## src/cpd_pkg.sv

```systemverilog
// ============================================================================
// Command packet deframer package
// Shared types, event codes and sizing constants for the deframer blocks.
// ============================================================================
package cpd_pkg;

    localparam int PARAM_DEPTH_DEF = 32;
    localparam int MAX_RUN         = 31;

    localparam logic [1:0] KIND_BYTE  = 2'd0;
    localparam logic [1:0] KIND_END   = 2'd1;
    localparam logic [1:0] KIND_RAISE = 2'd2;

    localparam logic [2:0] EV_PARAM      = 3'd0;
    localparam logic [2:0] EV_OVERFLOW   = 3'd1;
    localparam logic [2:0] EV_BAD_CHECK  = 3'd2;
    localparam logic [2:0] EV_INCOMPLETE = 3'd3;
    localparam logic [2:0] EV_RAISED     = 3'd4;

    localparam logic REG_READY_ENABLE = 1'b0;
    localparam logic REG_READY_CODE   = 1'b1;

    typedef struct packed {
        logic [1:0] kind;
        logic [7:0] byte_value;
    } t_cpd_in;

    typedef struct packed {
        logic [2:0] event_res;
        logic [7:0] command;
        logic [4:0] param_count;
        logic [4:0] param_index;
        logic [7:0] param_byte;
        logic       last;
        logic [7:0] good_check;
        logic       ready_line;
    } t_cpd_out;

    typedef struct packed {
        logic       is_run;
        logic [2:0] event_res;
        logic [7:0] command;
        logic [4:0] param_count;
        logic [4:0] run_len;
        logic [7:0] good_check;
        logic       ready_line;
    } t_cpd_op;

    typedef struct packed {
        logic [7:0] code;
        logic       enable;
    } t_cpd_cfg;

endpackage

```

## src/command_packet_deframer.sv

```systemverilog
// A single-result transaction passes through the operation queue and the output register.
// An accepted frame's parameters are read one by one from the parameter store, each
// result paced by the registered read (ST_RUN_RD) before its output write (ST_RUN_WR).
// An accepted frame with parameters stalls input from its check byte to its last result.
// Otherwise one input transaction per cycle unless the two-entry operation queue is full.
// Reset is synchronous and active low; the parameter store is not cleared.
// ============================================================================
// Command packet deframer
// Parses command, length, parameter and check bytes into result transactions.
// ============================================================================
module command_packet_deframer #(
    parameter int PARAM_DEPTH = cpd_pkg::PARAM_DEPTH_DEF
) (
    input  logic               i_clk,
    input  logic               i_rst_n,
    input  logic               i_in_valid,
    output logic               o_in_stall,
    input  cpd_pkg::t_cpd_in   i_in_data,
    output logic               o_out_valid,
    input  logic               i_out_stall,
    output cpd_pkg::t_cpd_out  o_out_data,
    input  logic               psel,
    input  logic               penable,
    input  logic               pwrite,
    input  logic [2:0]         paddr,
    input  logic [31:0]        pwdata,
    output logic [31:0]        prdata,
    output logic               pready
);
    import cpd_pkg::*;

    localparam int AW = $clog2(PARAM_DEPTH);

    t_cpd_cfg        r_cfg;
    t_cpd_op         push_op;
    t_cpd_op         head_op;
    logic            push;
    logic            pop;
    logic            q_empty;
    logic            q_full;
    logic            run_done;
    logic            wr_en;
    logic [AW-1:0]   wr_addr;
    logic [7:0]      wr_data;
    logic            rd_en;
    logic [AW-1:0]   rd_addr;
    logic [7:0]      rd_data;
    logic            cfg_wr;

    assign pready = 1'b1;
    assign cfg_wr = psel && penable && pwrite && pready;

    always_ff @(posedge i_clk) begin
        if (!i_rst_n) begin
            r_cfg <= '0;
        end else if (cfg_wr) begin
            case (paddr[2])
                REG_READY_ENABLE: r_cfg.enable <= pwdata[0];
                REG_READY_CODE:   r_cfg.code   <= pwdata[7:0];
                default: begin
                end
            endcase
        end
    end

    always_comb begin
        case (paddr[2])
            REG_READY_ENABLE: prdata = {31'd0, r_cfg.enable};
            REG_READY_CODE:   prdata = {24'd0, r_cfg.code};
            default:          prdata = '0;
        endcase
    end

    cpd_front #(
        .PARAM_DEPTH(PARAM_DEPTH)
    ) u_front (
        .i_clk      (i_clk),
        .i_rst_n    (i_rst_n),
        .i_in_valid (i_in_valid),
        .o_in_stall (o_in_stall),
        .i_in_data  (i_in_data),
        .i_cfg      (r_cfg),
        .o_push     (push),
        .o_push_op  (push_op),
        .i_q_full   (q_full),
        .i_run_done (run_done),
        .o_wr_en    (wr_en),
        .o_wr_addr  (wr_addr),
        .o_wr_data  (wr_data)
    );

    cpd_fifo u_fifo (
        .i_clk     (i_clk),
        .i_rst_n   (i_rst_n),
        .i_push    (push),
        .i_push_op (push_op),
        .i_pop     (pop),
        .o_head_op (head_op),
        .o_empty   (q_empty),
        .o_full    (q_full)
    );

    cpd_ram #(
        .WIDTH(8),
        .DEPTH(PARAM_DEPTH)
    ) u_store (
        .i_clk     (i_clk),
        .i_wr_en   (wr_en),
        .i_wr_addr (wr_addr),
        .i_wr_data (wr_data),
        .i_rd_en   (rd_en),
        .i_rd_addr (rd_addr),
        .o_rd_data (rd_data)
    );

    cpd_back #(
        .PARAM_DEPTH(PARAM_DEPTH)
    ) u_back (
        .i_clk       (i_clk),
        .i_rst_n     (i_rst_n),
        .i_head_op   (head_op),
        .i_q_empty   (q_empty),
        .o_pop       (pop),
        .o_rd_en     (rd_en),
        .o_rd_addr   (rd_addr),
        .i_rd_data   (rd_data),
        .o_run_done  (run_done),
        .o_out_valid (o_out_valid),
        .i_out_stall (i_out_stall),
        .o_out_data  (o_out_data)
    );

endmodule

```

## src/cpd_ram.sv

```systemverilog
// ============================================================================
// Generic single-port-write RAM
// One write port and one read port with a registered read.
// ============================================================================
module cpd_ram #(
    parameter int WIDTH = 8,
    parameter int DEPTH = 32
) (
    input  logic                     i_clk,
    input  logic                     i_wr_en,
    input  logic [$clog2(DEPTH)-1:0] i_wr_addr,
    input  logic [WIDTH-1:0]         i_wr_data,
    input  logic                     i_rd_en,
    input  logic [$clog2(DEPTH)-1:0] i_rd_addr,
    output logic [WIDTH-1:0]         o_rd_data
);

    logic [WIDTH-1:0] r_mem [DEPTH];
    logic [WIDTH-1:0] r_rd_data;

    always_ff @(posedge i_clk) begin
        if (i_wr_en) begin
            r_mem[i_wr_addr] <= i_wr_data;
        end
        if (i_rd_en) begin
            r_rd_data <= r_mem[i_rd_addr];
        end
    end

    assign o_rd_data = r_rd_data;

endmodule

```

## src/cpd_fifo.sv

```systemverilog
// ============================================================================
// Deframer operation queue
// Two-entry queue of decoded operations between the parser and the emitter.
// ============================================================================
module cpd_fifo (
    input  logic              i_clk,
    input  logic              i_rst_n,
    input  logic              i_push,
    input  cpd_pkg::t_cpd_op  i_push_op,
    input  logic              i_pop,
    output cpd_pkg::t_cpd_op  o_head_op,
    output logic              o_empty,
    output logic              o_full
);
    import cpd_pkg::*;

    localparam int QDEPTH = 2;
    localparam int QAW    = $clog2(QDEPTH);

    t_cpd_op          r_mem [QDEPTH];
    logic [QAW-1:0]   r_wp;
    logic [QAW-1:0]   r_rp;
    logic [QAW:0]     r_count;
    logic [QAW-1:0]   n_wp;
    logic [QAW-1:0]   n_rp;
    logic [QAW:0]     n_count;

    always_comb begin
        n_wp    = r_wp;
        n_rp    = r_rp;
        n_count = r_count;
        if (i_push) begin
            n_wp = QAW'(r_wp + 1'b1);
        end
        if (i_pop) begin
            n_rp = QAW'(r_rp + 1'b1);
        end
        if (i_push && !i_pop) begin
            n_count = (QAW+1)'(r_count + 1'b1);
        end else if (!i_push && i_pop) begin
            n_count = (QAW+1)'(r_count - 1'b1);
        end
    end

    always_ff @(posedge i_clk) begin
        if (!i_rst_n) begin
            r_wp    <= '0;
            r_rp    <= '0;
            r_count <= '0;
        end else begin
            r_wp    <= n_wp;
            r_rp    <= n_rp;
            r_count <= n_count;
        end
        if (i_push) begin
            r_mem[r_wp] <= i_push_op;
        end
    end

    assign o_head_op = r_mem[r_rp];
    assign o_empty   = (r_count == '0);
    assign o_full    = (r_count == (QAW+1)'(QDEPTH));

endmodule

```

## src/cpd_front.sv

```systemverilog
// ============================================================================
// Deframer parser
// Accepts input transactions, tracks the frame and checksum, stores
// parameters and queues the resulting operations.
// ============================================================================
module cpd_front #(
    parameter int PARAM_DEPTH = cpd_pkg::PARAM_DEPTH_DEF
) (
    input  logic                           i_clk,
    input  logic                           i_rst_n,
    input  logic                           i_in_valid,
    output logic                           o_in_stall,
    input  cpd_pkg::t_cpd_in               i_in_data,
    input  cpd_pkg::t_cpd_cfg              i_cfg,
    output logic                           o_push,
    output cpd_pkg::t_cpd_op               o_push_op,
    input  logic                           i_q_full,
    input  logic                           i_run_done,
    output logic                           o_wr_en,
    output logic [$clog2(PARAM_DEPTH)-1:0] o_wr_addr,
    output logic [7:0]                     o_wr_data
);
    import cpd_pkg::*;

    localparam int AW = $clog2(PARAM_DEPTH);
    localparam int FW = AW + 1;

    typedef enum logic [1:0] {
        PH_CMD,
        PH_LEN,
        PH_PARAM,
        PH_CHECK
    } t_phase;

    t_phase         r_phase;
    t_phase         n_phase;
    logic [7:0]     r_cmd;
    logic [7:0]     n_cmd;
    logic [7:0]     r_len;
    logic [7:0]     n_len;
    logic [FW-1:0]  r_fill;
    logic [FW-1:0]  n_fill;
    logic [FW-1:0]  fill_inc;
    logic [7:0]     r_xor;
    logic [7:0]     n_xor;
    logic [7:0]     r_acc;
    logic [7:0]     n_acc;
    logic           r_ready;
    logic           n_ready;
    logic           r_run_busy;
    logic           n_run_busy;
    logic           accept;
    logic [7:0]     b;

    assign o_in_stall = r_run_busy || i_q_full;
    assign accept     = i_in_valid && !o_in_stall;
    assign b          = i_in_data.byte_value;
    assign fill_inc   = FW'(r_fill + 1'b1);
    assign o_wr_addr  = AW'(r_fill);
    assign o_wr_data  = b;

    always_comb begin
        n_phase    = r_phase;
        n_cmd      = r_cmd;
        n_len      = r_len;
        n_fill     = r_fill;
        n_xor      = r_xor;
        n_acc      = r_acc;
        n_ready    = r_ready;
        n_run_busy = r_run_busy;
        o_push     = 1'b0;
        o_wr_en    = 1'b0;
        o_push_op  = '0;
        if (i_run_done) begin
            n_run_busy = 1'b0;
        end
        if (accept) begin
            case (i_in_data.kind)
                KIND_BYTE: begin
                    case (r_phase)
                        PH_CMD: begin
                            n_cmd   = b;
                            n_xor   = b;
                            n_phase = PH_LEN;
                        end
                        PH_LEN: begin
                            n_len   = b;
                            n_xor   = r_xor ^ b;
                            n_fill  = '0;
                            n_phase = (b == 8'd0) ? PH_CHECK : PH_PARAM;
                        end
                        PH_PARAM: begin
                            o_wr_en = 1'b1;
                            n_xor   = r_xor ^ b;
                            n_fill  = fill_inc;
                            if (fill_inc >= FW'(PARAM_DEPTH)) begin
                                n_phase             = PH_CMD;
                                o_push              = 1'b1;
                                o_push_op.event_res = EV_OVERFLOW;
                            end else if (8'(fill_inc) >= r_len) begin
                                n_phase = PH_CHECK;
                            end
                        end
                        default: begin
                            n_phase = PH_CMD;
                            o_push  = 1'b1;
                            if (b[5:0] != r_xor[5:0]) begin
                                o_push_op.event_res = EV_BAD_CHECK;
                            end else begin
                                if (i_cfg.enable && (i_cfg.code == r_cmd)) begin
                                    n_ready = 1'b0;
                                end
                                n_acc                 = r_xor;
                                o_push_op.event_res   = EV_PARAM;
                                o_push_op.command     = r_cmd;
                                o_push_op.param_count = r_len[4:0];
                                if (r_len != 8'd0) begin
                                    o_push_op.is_run  = 1'b1;
                                    o_push_op.run_len = (r_len > 8'(MAX_RUN)) ?
                                                        5'(MAX_RUN) : r_len[4:0];
                                    n_run_busy        = 1'b1;
                                end
                            end
                        end
                    endcase
                end
                KIND_END: begin
                    if (r_phase != PH_CMD) begin
                        n_phase             = PH_CMD;
                        o_push              = 1'b1;
                        o_push_op.event_res = EV_INCOMPLETE;
                    end
                end
                KIND_RAISE: begin
                    if (i_cfg.enable) begin
                        n_ready = 1'b1;
                    end
                    o_push              = 1'b1;
                    o_push_op.event_res = EV_RAISED;
                end
                default: begin
                end
            endcase
        end
        o_push_op.good_check = n_acc;
        o_push_op.ready_line = n_ready;
    end

    always_ff @(posedge i_clk) begin
        if (!i_rst_n) begin
            r_phase    <= PH_CMD;
            r_cmd      <= '0;
            r_len      <= '0;
            r_fill     <= '0;
            r_xor      <= 8'hff;
            r_acc      <= 8'hff;
            r_ready    <= 1'b0;
            r_run_busy <= 1'b0;
        end else begin
            r_phase    <= n_phase;
            r_cmd      <= n_cmd;
            r_len      <= n_len;
            r_fill     <= n_fill;
            r_xor      <= n_xor;
            r_acc      <= n_acc;
            r_ready    <= n_ready;
            r_run_busy <= n_run_busy;
        end
    end

    assert property (@(posedge i_clk) disable iff (!i_rst_n)
        o_wr_en |-> !r_run_busy)
        else $error("parameter store written while a run is emitted");

    assert property (@(posedge i_clk) disable iff (!i_rst_n)
        (r_phase == PH_PARAM) |-> (r_fill < FW'(PARAM_DEPTH)))
        else $error("fill position beyond the parameter store");

    assert property (@(posedge i_clk) disable iff (!i_rst_n)
        o_push |-> !i_q_full)
        else $error("operation pushed into a full queue");

endmodule

```

## src/cpd_back.sv

```systemverilog
// ============================================================================
// Deframer emitter
// Takes queued operations and produces result transactions, reading the
// stored parameters of an accepted frame one by one.
// ============================================================================
module cpd_back #(
    parameter int PARAM_DEPTH = cpd_pkg::PARAM_DEPTH_DEF
) (
    input  logic                           i_clk,
    input  logic                           i_rst_n,
    input  cpd_pkg::t_cpd_op               i_head_op,
    input  logic                           i_q_empty,
    output logic                           o_pop,
    output logic                           o_rd_en,
    output logic [$clog2(PARAM_DEPTH)-1:0] o_rd_addr,
    input  logic [7:0]                     i_rd_data,
    output logic                           o_run_done,
    output logic                           o_out_valid,
    input  logic                           i_out_stall,
    output cpd_pkg::t_cpd_out              o_out_data
);
    import cpd_pkg::*;

    localparam int AW = $clog2(PARAM_DEPTH);

    typedef enum logic [1:0] {
        ST_IDLE,
        ST_RUN_RD,
        ST_RUN_WR
    } t_state;

    t_state     r_state;
    t_state     n_state;
    t_cpd_op    r_op;
    t_cpd_op    n_op;
    logic [4:0] r_idx;
    logic [4:0] n_idx;
    logic       r_out_valid;
    logic       n_out_valid;
    t_cpd_out   r_out;
    t_cpd_out   n_out;
    logic       r_run_done;
    logic       n_run_done;
    logic       slot_free;
    logic       run_last;

    assign slot_free = !r_out_valid || !i_out_stall;
    assign run_last  = (r_idx == 5'(r_op.run_len - 5'd1));
    assign o_rd_en   = (r_state == ST_RUN_RD);
    assign o_rd_addr = AW'(r_idx);

    always_comb begin
        n_state     = r_state;
        n_op        = r_op;
        n_idx       = r_idx;
        n_out       = r_out;
        n_run_done  = 1'b0;
        n_out_valid = r_out_valid && i_out_stall;
        o_pop       = 1'b0;
        case (r_state)
            ST_IDLE: begin
                if (!i_q_empty) begin
                    if (i_head_op.is_run) begin
                        o_pop   = 1'b1;
                        n_op    = i_head_op;
                        n_idx   = '0;
                        n_state = ST_RUN_RD;
                    end else if (slot_free) begin
                        o_pop             = 1'b1;
                        n_out_valid       = 1'b1;
                        n_out.event_res   = i_head_op.event_res;
                        n_out.command     = i_head_op.command;
                        n_out.param_count = i_head_op.param_count;
                        n_out.param_index = '0;
                        n_out.param_byte  = '0;
                        n_out.last        = 1'b1;
                        n_out.good_check  = i_head_op.good_check;
                        n_out.ready_line  = i_head_op.ready_line;
                    end
                end
            end
            ST_RUN_RD: begin
                n_state = ST_RUN_WR;
            end
            ST_RUN_WR: begin
                if (slot_free) begin
                    n_out_valid       = 1'b1;
                    n_out.event_res   = EV_PARAM;
                    n_out.command     = r_op.command;
                    n_out.param_count = r_op.param_count;
                    n_out.param_index = r_idx;
                    n_out.param_byte  = i_rd_data;
                    n_out.last        = run_last;
                    n_out.good_check  = r_op.good_check;
                    n_out.ready_line  = r_op.ready_line;
                    if (run_last) begin
                        n_state    = ST_IDLE;
                        n_run_done = 1'b1;
                    end else begin
                        n_idx   = 5'(r_idx + 5'd1);
                        n_state = ST_RUN_RD;
                    end
                end
            end
            default: begin
                n_state = ST_IDLE;
            end
        endcase
    end

    always_ff @(posedge i_clk) begin
        if (!i_rst_n) begin
            r_state     <= ST_IDLE;
            r_out_valid <= 1'b0;
            r_run_done  <= 1'b0;
            r_idx       <= '0;
        end else begin
            r_state     <= n_state;
            r_out_valid <= n_out_valid;
            r_run_done  <= n_run_done;
            r_idx       <= n_idx;
        end
        r_op  <= n_op;
        r_out <= n_out;
    end

    assign o_out_valid = r_out_valid;
    assign o_out_data  = r_out;
    assign o_run_done  = r_run_done;

    assert property (@(posedge i_clk) disable iff (!i_rst_n)
        (r_state != ST_IDLE) |-> (r_op.run_len != 5'd0))
        else $error("run started with zero length");

    assert property (@(posedge i_clk) disable iff (!i_rst_n)
        o_run_done |-> ($past(r_state) == ST_RUN_WR) && (r_state == ST_IDLE))
        else $error("run completion without a final parameter");

    assert property (@(posedge i_clk) disable iff (!i_rst_n)
        (r_state == ST_RUN_WR) |-> (r_idx < r_op.run_len))
        else $error("parameter index beyond the run length");

endmodule
```

## config.mk

```make
export PLATFORM = sky130hd
export DESIGN_NAME = command_packet_deframer
export DESIGN_NICKNAME = d
export VERILOG_FILES = /design/src/cpd_pkg.sv /design/src/command_packet_deframer.sv /design/src/cpd_ram.sv /design/src/cpd_fifo.sv /design/src/cpd_front.sv /design/src/cpd_back.sv
export SDC_FILE = /design/constraint.sdc
export NUM_CORES = 1
export LEC_CHECK = 0
export BUFFER_PORTS_ARGS = -buffer_cell sky130_fd_sc_hd__clkbuf_2
export CAP_MARGIN = 40
export CORE_MARGIN = 4
export CORE_UTILIZATION = 54
export DETAILED_ROUTE_END_ITERATION = 8
export PLACE_DENSITY = 0.75
export RECOVER_POWER = 25
export SYNTH_ARGS = -nofsm -noshare
export SYNTH_HDL_FRONTEND = slang
export SYNTH_SLANG_ARGS = --single-unit
```

## constraint.sdc

```tcl
create_clock -name i_clk -period 3.7 [get_ports i_clk]
set_clock_uncertainty 0.2 [all_clocks]
set_input_delay 0.185 -clock i_clk [delete_from_list [all_inputs] [get_ports i_clk]]
set_output_delay 0.185 -clock i_clk [all_outputs]
set_load 0.05 [all_outputs]
```

==> run metrics, run 1 <==
WL per Instance=22.30 um; Final period util=0.8163; Post-Synth Simple-Gate Area=0.08754; core area=33700 um2; Post-synth EDFFs=392; ys flop type=edfxtp_1; vias per cell=5.862; sequential area share after synthesis=0.7035; failing checks=capacitance limit, slew limit; total CTS buffers=45; std cell rows=67; clock sink count=457; Final Setup Violations=0; overflow left after global routing=0; Fin. Hold Viols=0; clock buffer depth=3; cell area after placement=19510 um2; CP Max Fanout=31; Post-Place Cells=1664; CTS tree=built; leakage=6.953 nW; # IOs=126; initial antenna violation count=2; Total GRT Usage=0.2079; kind of critical path=register to register; initial core utilization=0.5514; Via Count=10360; vias in the first global route=10150; Netlist cell types=58; Setup TNS Final=0 ns; clock-pin slew on the worst setup and hold paths=0.07 ns; filler instances=2334; nature of the critical path endpoint=register; WP data required=3.69 ns; number of gates resized after cts=0; # hold bufs at CTS=23; Ant. Diodes=0; Root Driver=clkbuf_16; P per Cell Area=591.4 nW/um2; Die ar.=37440 um2; DP HPWL=24040 um; actual slew at the worst max-slew pin=1.883 ns; Synth Area in XOR/XNOR=0.01131; postcts setup bufs=0; fraction of layout cells with a size suffix above 1=0.2326; Pre-antenna DRT Iters=6; global-route wire length before repair=60580 um; f_max=0.3311 GHz; Synth warnings=0; hold crit path type=input pin to register; cells after synthesis=1161; compound-gate portion of the synthesized area=0.03185; R2R depth=6; post-synthesis register bit count=457; DRC viols=0; syn_area_per_cell=16.00 um2; Peak VDD IR=0.4701 mV; die outline height=193.5 um; pin count of the biggest net entering global routing=40; Max transition margin=-0.2550; RSZ-0062 raised after global routing=no; synthesized cell area=18580 um2; Design Area, Final=21250 um2; GPL Wtd Cong=0.8165; DRT Wirelength=39430 um; Area Overhead vs Synth=14.34%; most frequent cells in the layout=392 x edfxtp_1, 128 x nor2_1, 80 x mux4_2; fin cells=1768; CP Data Arrival Time=3.01 ns; Adder-Cell Fraction of Synth Area=0.01212; ys async rst share=0; H-tree level count=2; type of origin of the critical path=register; worst skew pair latency=0.55 ns; minimum clock period=3.020 ns; mux cell area share after synthesis=0.1274; status=finished, violations left; maxcap violations=7; hold path depth=5; Routed Antenna Nets=0; commonest non-fill, non-tap cell in the layout=edfxtp_1; Nets=1356; Die W=193.5 um; I/O Buffers=74; Max Slew Vio Count=267; main combinational cell family by area after synthesis=multiplexers; First DRT Iteration DRCs=1096
[per-layer routing]
metal	wire, um	vias to the layer above	GRT usage
met5	7	-	0
met2	18880	465	0.3301
met4	879	2	0.05980
met3	2964	70	0.03583
li1	-	4615	-
met1	16710	5212	0.3021
[where the power goes]
group | switching [mW] | total, mW | internal, mW | leakage, nW
clock | 1.90 | 4.74 | 2.83 | 0.744
combinational | 1.21 | 1.71 | 0.498 | 2.17
sequential | 0.153 | 6.12 | 5.97 | 4.04
total | 3.26 | 12.6 | 9.30 | 6.95
[state kept, by name, summed over array words and instances (netlist names), 2 cells and up, named ones only]
signal	flops
u_back.r_op	27
u_back.r_state	2
u_fifo.r_count	2
u_front.r_fill	6
r_cfg	9
u_front.r_phase	2
u_front.r_len	8
u_front.r_acc	8
u_front.r_xor	8
u_store.r_mem	256
u_front.r_cmd	8
u_fifo.r_mem	62
u_back.o_out_data	39
u_store.o_rd_data	8
u_back.o_rd_addr	5
[synth_stat cells (3+ instances only)]
master,count,area [um2]
dfxtp_1,65,1301
o211ai_1,3,22.52
ha_1,18,225.2
nand3_1,32,160.2
a31oi_1,8,50.05
clkbuf_1,31,116.4
nand3b_1,4,30.03
o21ai_0,18,90.09
buf_2,9,45.04
or2_2,4,25.02
buf_4,31,232.7
or2_1,8,50.05
mux2_2,44,495.5
nand2b_1,5,31.28
and2_1,36,225.2
nor3_1,5,25.02
mux2i_1,7,70.07
edfxtp_1,392,11770
or3_1,8,50.05
o22ai_1,7,43.79
xor2_1,18,157.7
inv_1,15,56.30
xnor2_1,6,52.55
o21a_1,5,37.54
mux4_2,80,1802
buf_1,7,26.28
nor4_1,3,18.77
nand2_1,67,251.5
a21oi_1,47,235.2
nor2b_1,10,62.56
nor2_1,128,480.5
nand4_1,7,43.79
[worst max-delay path: stages, from the launching register on]
cell and delay (ns):
dfxtp_1 0.59, nand3_1 0.30, or3_1 0.48, a21o_1 0.26
a21oi_1 0.25, nor2b_2 0.19, buf_4 0.40
[layout make-up]
type / instances / area, um2 / area share
multi-input cells: 633 / 5136 / 0.2417
clock buffers: 52 / 1172 / 0.05518
repair buffers: 133 / 880.8 / 0.04146
clock inverters: 29 / 359.1 / 0.01690
flip-flops and latches: 457 / 13080 / 0.6155
inverters: 16 / 60.06 / 0.002827
well taps: 448 / 560.5 / 0.02638
[metrics by stage]
step / setup WS, ns / hold slack (ns) / utilization / total power [mW]
after floorplan: 0.09649 / 0.08387 / - / 7.476
after global placement: 0.8023 / 0.2081 / 0.5788 / 7.884
after detailed placement: 0.7530 / 0.2143 / 0.5790 / 7.930
after CTS: 0.7058 / 0.005855 / 0.6313 / 12.65
after global routing: 0.5176 / 0.07393 / 0.6305 / 13.00
final: 0.6798 / 0.04410 / 0.6305 / 12.57
[path summary, 6_finish.rpt]
check,startpoint,endpoint,slack (ns)
max,u_front.r_fill[4],u_fifo.r_mem[0][0],0.68
min,i_in_data[9],u_fifo.r_wp,0.04
max reg2reg,u_front.r_fill[4],u_fifo.r_mem[0][0],0.68
min reg2reg,u_front.r_len[7],u_front.r_len[7],0.25
[kinds of logic (layout without fill, tap and decap cells)]
family / Yosys count / count (layout)
fa+ha+maj: 18 / 18
compound gates: 101 / 101
simple gates: 334 / 334
buf+inv: 94 / 230
mux: 131 / 131
flops: 457 / 457
xor+xnor: 24 / 24
other cells: 2 / 25
(Power assumes the default switching activity.)
==> inputs of run 2 (changes only) <==
Settings changed: CORE_UTILIZATION 54 to 55, PLACE_DENSITY 0.75 to 0.74.
Clock period 3.7 ns to 2.8 ns, I/O delays scaled along.
==> run 2 against run 1 <==
The flow still finishes with violations (capacitance limit, slew limit); sequential cell count unchanged; utilization up 2.0 points; clock-buffer cell count up 5; power up 32%; largest power group unchanged; highest routed layer is now met4.
==> run metrics, run 2 (synthesized netlist as in run 1, its figures left out) <==
Setup TNS Final=0 ns; Reg power frac=0.488; Worst Setup EP=u_front.r_xor[2]; r2r endpoint=u_front.r_xor[2]; P per Cell Area=760.1 nW/um2; FF-to-FF Start=u_fifo.r_count[0]; WL per Instance=21.47 um; CP peak stage delay=0.56 ns; sw frac=0.2596; DRT Wirelength=39270 um; R2R depth=7; initial antenna violation count=0; CP Data Arrival Time=2.90 ns; First DRT Iteration DRCs=970; maxcap violations=5; kind of critical path=register to register; minimum clock period=2.665 ns; Routed Antenna Nets=0; failing checks=capacitance limit, slew limit; WP data required=3.03 ns; flop2flop setup slack=0.14 ns; Clk network pwr share=0.371; slowest CP cell=dlygate4sd3_1; Max transition margin=-0.2502; Final period util=0.9517; number of gates resized after cts=0; FF/Latch Area=13080 um2; fraction of layout cells with a size suffix above 1=0.2507; die outline height=191.8 um; P_sw=4.290 mW; total power=16.53 mW; global-route wire length before repair=60500 um; RSZ-0062 raised after global routing=no; Total GRT Usage=0.2161; hold path startpoint=i_in_valid; largest reg by FF count=u_store.r_mem; hold crit path type=input pin to register; Fin. Hold Viols=0; Via Count=10420; cell area after placement=19880 um2; core area=33450 um2; CTS tree=built; Design Area, Final=21740 um2; most frequent cells in the layout=392 x edfxtp_1, 128 x nor2_1, 80 x mux4_2; number of cells on the critical path=7; CP Max Fanout=26; # hold bufs at CTS=37; vias in the first global route=10410; Final Setup Violations=0; multi-input logic area=5149 um2; Buf/Inv on CP=2; Root Driver=clkbuf_16; Peak VDD IR=0.4966 mV; commonest non-fill, non-tap cell in the layout=edfxtp_1; crit path from=u_fifo.r_count[0]; Die W=191.8 um; total CTS buffers=46; worst skew pair latency=0.55 ns; postcts setup bufs=0; CP top delay family=buffers and inverters; f_max=0.3753 GHz; Die ar.=36790 um2; actual slew at the worst max-slew pin=1.875 ns; overflow left after global routing=0; Nets=1413; std cell rows=67; part of the power in combinational logic=0.141; GPL Wtd Cong=0.8287; status=finished, violations left; max reg flops=256; DRC viols=0; leakage=7.271 nW; I/O Buffers=74; Area Overhead vs Synth=17.00%; H-tree level count=2; Max Slew Vio Count=190; Pre-antenna DRT Iters=7; clock-pin slew on the worst setup and hold paths=0.06 ns; type of origin of the critical path=register; clock sink count=457; P_int=12.24 mW; vias per cell=5.698; Cell Chain, Critical Path=nor2b_1 -> nor4_4 -> buf_4 -> nand3b_1 -> a21oi_1 -> o21ai_0 -> dlygate4sd3_1; # IOs=126; clock buffer depth=3; filler instances=2321; nature of the critical path endpoint=register; DP HPWL=24780 um; initial core utilization=0.5555; pin count of the biggest net entering global routing=40
run 2: changes by cell type in the layout (fill, tap and decap cells not counted), moves of 2 or more:
| cell | before | now |
|---|---|---|
| buf_4 | 28 | 66 |
| dlygate4sd3_1 | 23 | 37 |
| clkbuf_1 | 17 | 22 |
| buf_12 | 3 | 6 |
| clkinv_1 | 8 | 11 |
| bufinv_16 | 8 | 6 |
| clkbuf_16 | 45 | 47 |
| clkbuf_8 | 2 | 0 |
| clkinv_4 | 2 | 0 |
| clkinvlp_4 | 3 | 1 |
run 2: power by group through the flow:
stage	logic [mW]	clock network (mW)	registers [mW]
2_1_floorplan	1.09	0	8.79
6_report	2.33	6.13	8.06
3_5_place_dp	2.32	0	8.20
5_1_grt	2.50	6.56	8.09
4_1_cts	2.36	6.26	8.06
3_3_place_gp	2.27	0	8.18
run 2: how the worst min path moves through the flow:
stage | endpoint | slack (ns) | cells after the start
2_1_floorplan | u_store.r_mem[0][0] | 0.04 | 0
3_3_place_gp | r_cfg[4] | 0.17 | 3
3_5_place_dp | r_cfg[4] | 0.17 | 3
4_1_cts | u_fifo.r_wp | 0.05 | 5
5_1_grt | u_fifo.r_wp | 0.1 | 5
6_report | u_fifo.r_wp | 0.07 | 5
run 2: worst reg2reg max path: cells and delay by family, from the launching register on:
| kind | cells | cell delay [ns] |
|---|---|---|
| buf+inv | 2 | 0.92 |
| compound gates | 2 | 0.31 |
| simple gates | 3 | 0.73 |
| flops | 1 | 0.40 |
run 2: routing by layer:
layer  share of wire  track usage  vias up
li1                -            -     4726
met1            0.41       0.3109     5284
met2            0.49       0.3491      351
met3           0.076      0.03762       61
met4           0.021      0.05442        0
met5               0            0        -
run 2: per-stage QoR:
step,setup WS (ns),std cells,util,hold WS [ns]
2_1_floorplan,0.1110,1184,-,0.03887
3_3_place_gp,0.3018,1706,0.5943,0.1676
3_5_place_dp,0.2748,1706,0.5943,0.1732
4_1_cts,0.1775,1828,0.6508,0.05093
5_1_grt,0.004743,1828,0.6499,0.09743
6_report,0.1352,1829,0.6500,0.06642
run 2: cell type report:
class,instances,area share
Antenna cell,1,0.0001151
Clock inverter,28,0.01410
Tap cell,448,0.02578
Clock buffer,57,0.05582
Timing Repair Buffer,189,0.06308
Multi-Input combinational cell,633,0.2368
Inverter,16,0.002762
Sequential cell,457,0.6015
==> inputs of run 3 (changes only) <==
--- a/config.mk
+++ b/config.mk
@@ -10,5 +10,4 @@
 export CORE_MARGIN = 4
-export CORE_UTILIZATION = 55
+export CORE_UTILIZATION = 30
 export DETAILED_ROUTE_END_ITERATION = 8
-export PLACE_DENSITY = 0.74
 export RECOVER_POWER = 25
==> constraint.sdc (replaced) <==
create_clock -name i_clk -period 2.8 [get_ports i_clk]
set_clock_uncertainty 0.2 [all_clocks]
set_input_delay 0.84 -clock i_clk [delete_from_list [all_inputs] [get_ports i_clk]]
set_output_delay 0.84 -clock i_clk [all_outputs]
set_load 0.05 [all_outputs]
==> run 3 against run 2 <==
Sequential cell count unchanged; clock power down 4.1%; critical path type is now register to primary output; final area is 0.93% higher; combinational power about the same; routed wire length grew 5.5%; cell count increased by 18%; largest cell class unchanged; die area up 79%; the flow still finishes with violations (capacitance limit, slew limit); non-clock buffer count is 7 lower; utilization is 29 points lower; power decreased by 1.3%; critical path depth decreased by 4.
==> run metrics, run 3 (synthesized netlist as in run 1, its figures left out) <==
H-tree level count=2; global-route wire length before repair=63110 um; Max Slew Vio Count=70; Ant. Diodes=0; Max transition margin=-0.1920; Routed Antenna Nets=0; core area=60810 um2; hold crit path type=register to register; max reg flops=256; DRC viols=0; leakage=7.212 nW; WP data required=1.76 ns; most frequent cells in the layout=392 x edfxtp_1, 128 x nor2_1, 87 x buf_4; f_max=0.3753 GHz; CTS tree=built; largest reg by FF count=u_store.r_mem; I/O Buffers=74; postcts setup bufs=0; DRT Wirelength=41420 um; P per Cell Area=743.7 nW/um2; # IOs=126; RSZ-0062 raised after global routing=no; DP HPWL=27560 um; total CTS buffers=46; Pre-antenna DRT Iters=5; Nets=1406; Final Setup Violations=0; actual slew at the worst max-slew pin=1.788 ns; First DRT Iteration DRCs=836; vias per cell=4.725; worst skew pair latency=0.55 ns; pin count of the biggest net entering global routing=41; Post-Place Cells=2070; setup slack after layout=0.1357 ns; Die ar.=65980 um2; fin cells=2153; Fin. Hold Viols=0; vias in the first global route=10120; commonest non-fill, non-tap cell in the layout=edfxtp_1; dpl ws=-0.08643 ns; flop2flop setup slack=0.14 ns; minimum clock period=2.664 ns; initial antenna violation count=0; Area Overhead vs Synth=18.09%; Root Driver=clkbuf_16; WL per Instance=19.24 um; nature of the critical path endpoint=primary output; failing checks=capacitance limit, slew limit; die outline height=256.9 um; std cell rows=90; Final period util=0.9516; type of origin of the critical path=register; maxcap violations=2; CP Max Fanout=5; Die W=256.9 um; Peak VDD IR=0.4673 mV; clock-pin slew on the worst setup and hold paths=0.06 ns; Total GRT Usage=0.1232; kind of critical path=register to primary output; initial core utilization=0.3056; Setup TNS Final=0 ns; # hold bufs at CTS=0; fraction of layout cells with a size suffix above 1=0.2721; GPL Wtd Cong=0.8088; total power=16.32 mW; overflow left after global routing=0; Final Util=0.3608; Via Count=10170; clock buffer depth=3; CP Data Arrival Time=1.62 ns; status=finished, violations left; clock sink count=457
## run 3: layout make-up
type | instances | area, um2
Sequential cell | 457 | 13080
Multi-Input combinational cell | 633 | 5155
Timing Repair Buffer | 182 | 1236
Tap cell | 782 | 978.4
Fill cell | 5696 | 38870
Clock inverter | 20 | 178.9
Clock buffer | 63 | 1256
Inverter | 16 | 60.06
## run 3: routing by layer
| layer | track usage | share of wire | vias up |
|---|---|---|---|
| li1 | - | - | 4707 |
| met1 | 0.1734 | 0.45 | 5217 |
| met2 | 0.2050 | 0.49 | 217 |
| met3 | 0.01721 | 0.044 | 31 |
| met4 | 0.02743 | 0.013 | 0 |
| met5 | 0 | 0 | - |
## run 3: through the flow
stage          hold WS [ns]  area, um2
2_1_floorplan        0.2363      18690
3_3_place_gp         0.2432      20550
3_5_place_dp         0.2484      20550
4_1_cts              0.2569      21980
5_1_grt              0.2846      21940
6_report             0.2594      21940
## run 3: final timing paths
| check | startpoint | to | depth (start not counted) |
|---|---|---|---|
| max | u_fifo.r_count[1] | o_in_stall | 3 |
| min reg2reg | u_front.r_len[5] | u_front.r_len[5] | 2 |
| max reg2reg | u_back.o_rd_addr[0] | u_store.o_rd_data[4] | 4 |
| min | u_front.r_len[5] | u_front.r_len[5] | 2 |
## run 3: worst max-delay path: stages, from the launching register on
cell	delay, ns
dfxtp_1	0.36
nor2b_2	0.28
or2_2	0.17
clkbuf_2	0.27
## run 3: power breakdown
| part | switching, mW | leakage (nW) | internal (mW) |
|---|---|---|---|
| sequential | 0.188 | 4.04 | 7.89 |
| clock | 2.46 | 0.702 | 3.42 |
| combinational | 1.65 | 2.47 | 0.715 |
| total | 4.30 | 7.21 | 12.0 |
## run 3: what timing repair did
action                                  CTS  global route
endpoints found under the setup margin    1             1
resized for setup                         1             1
pin swaps                                 0             0
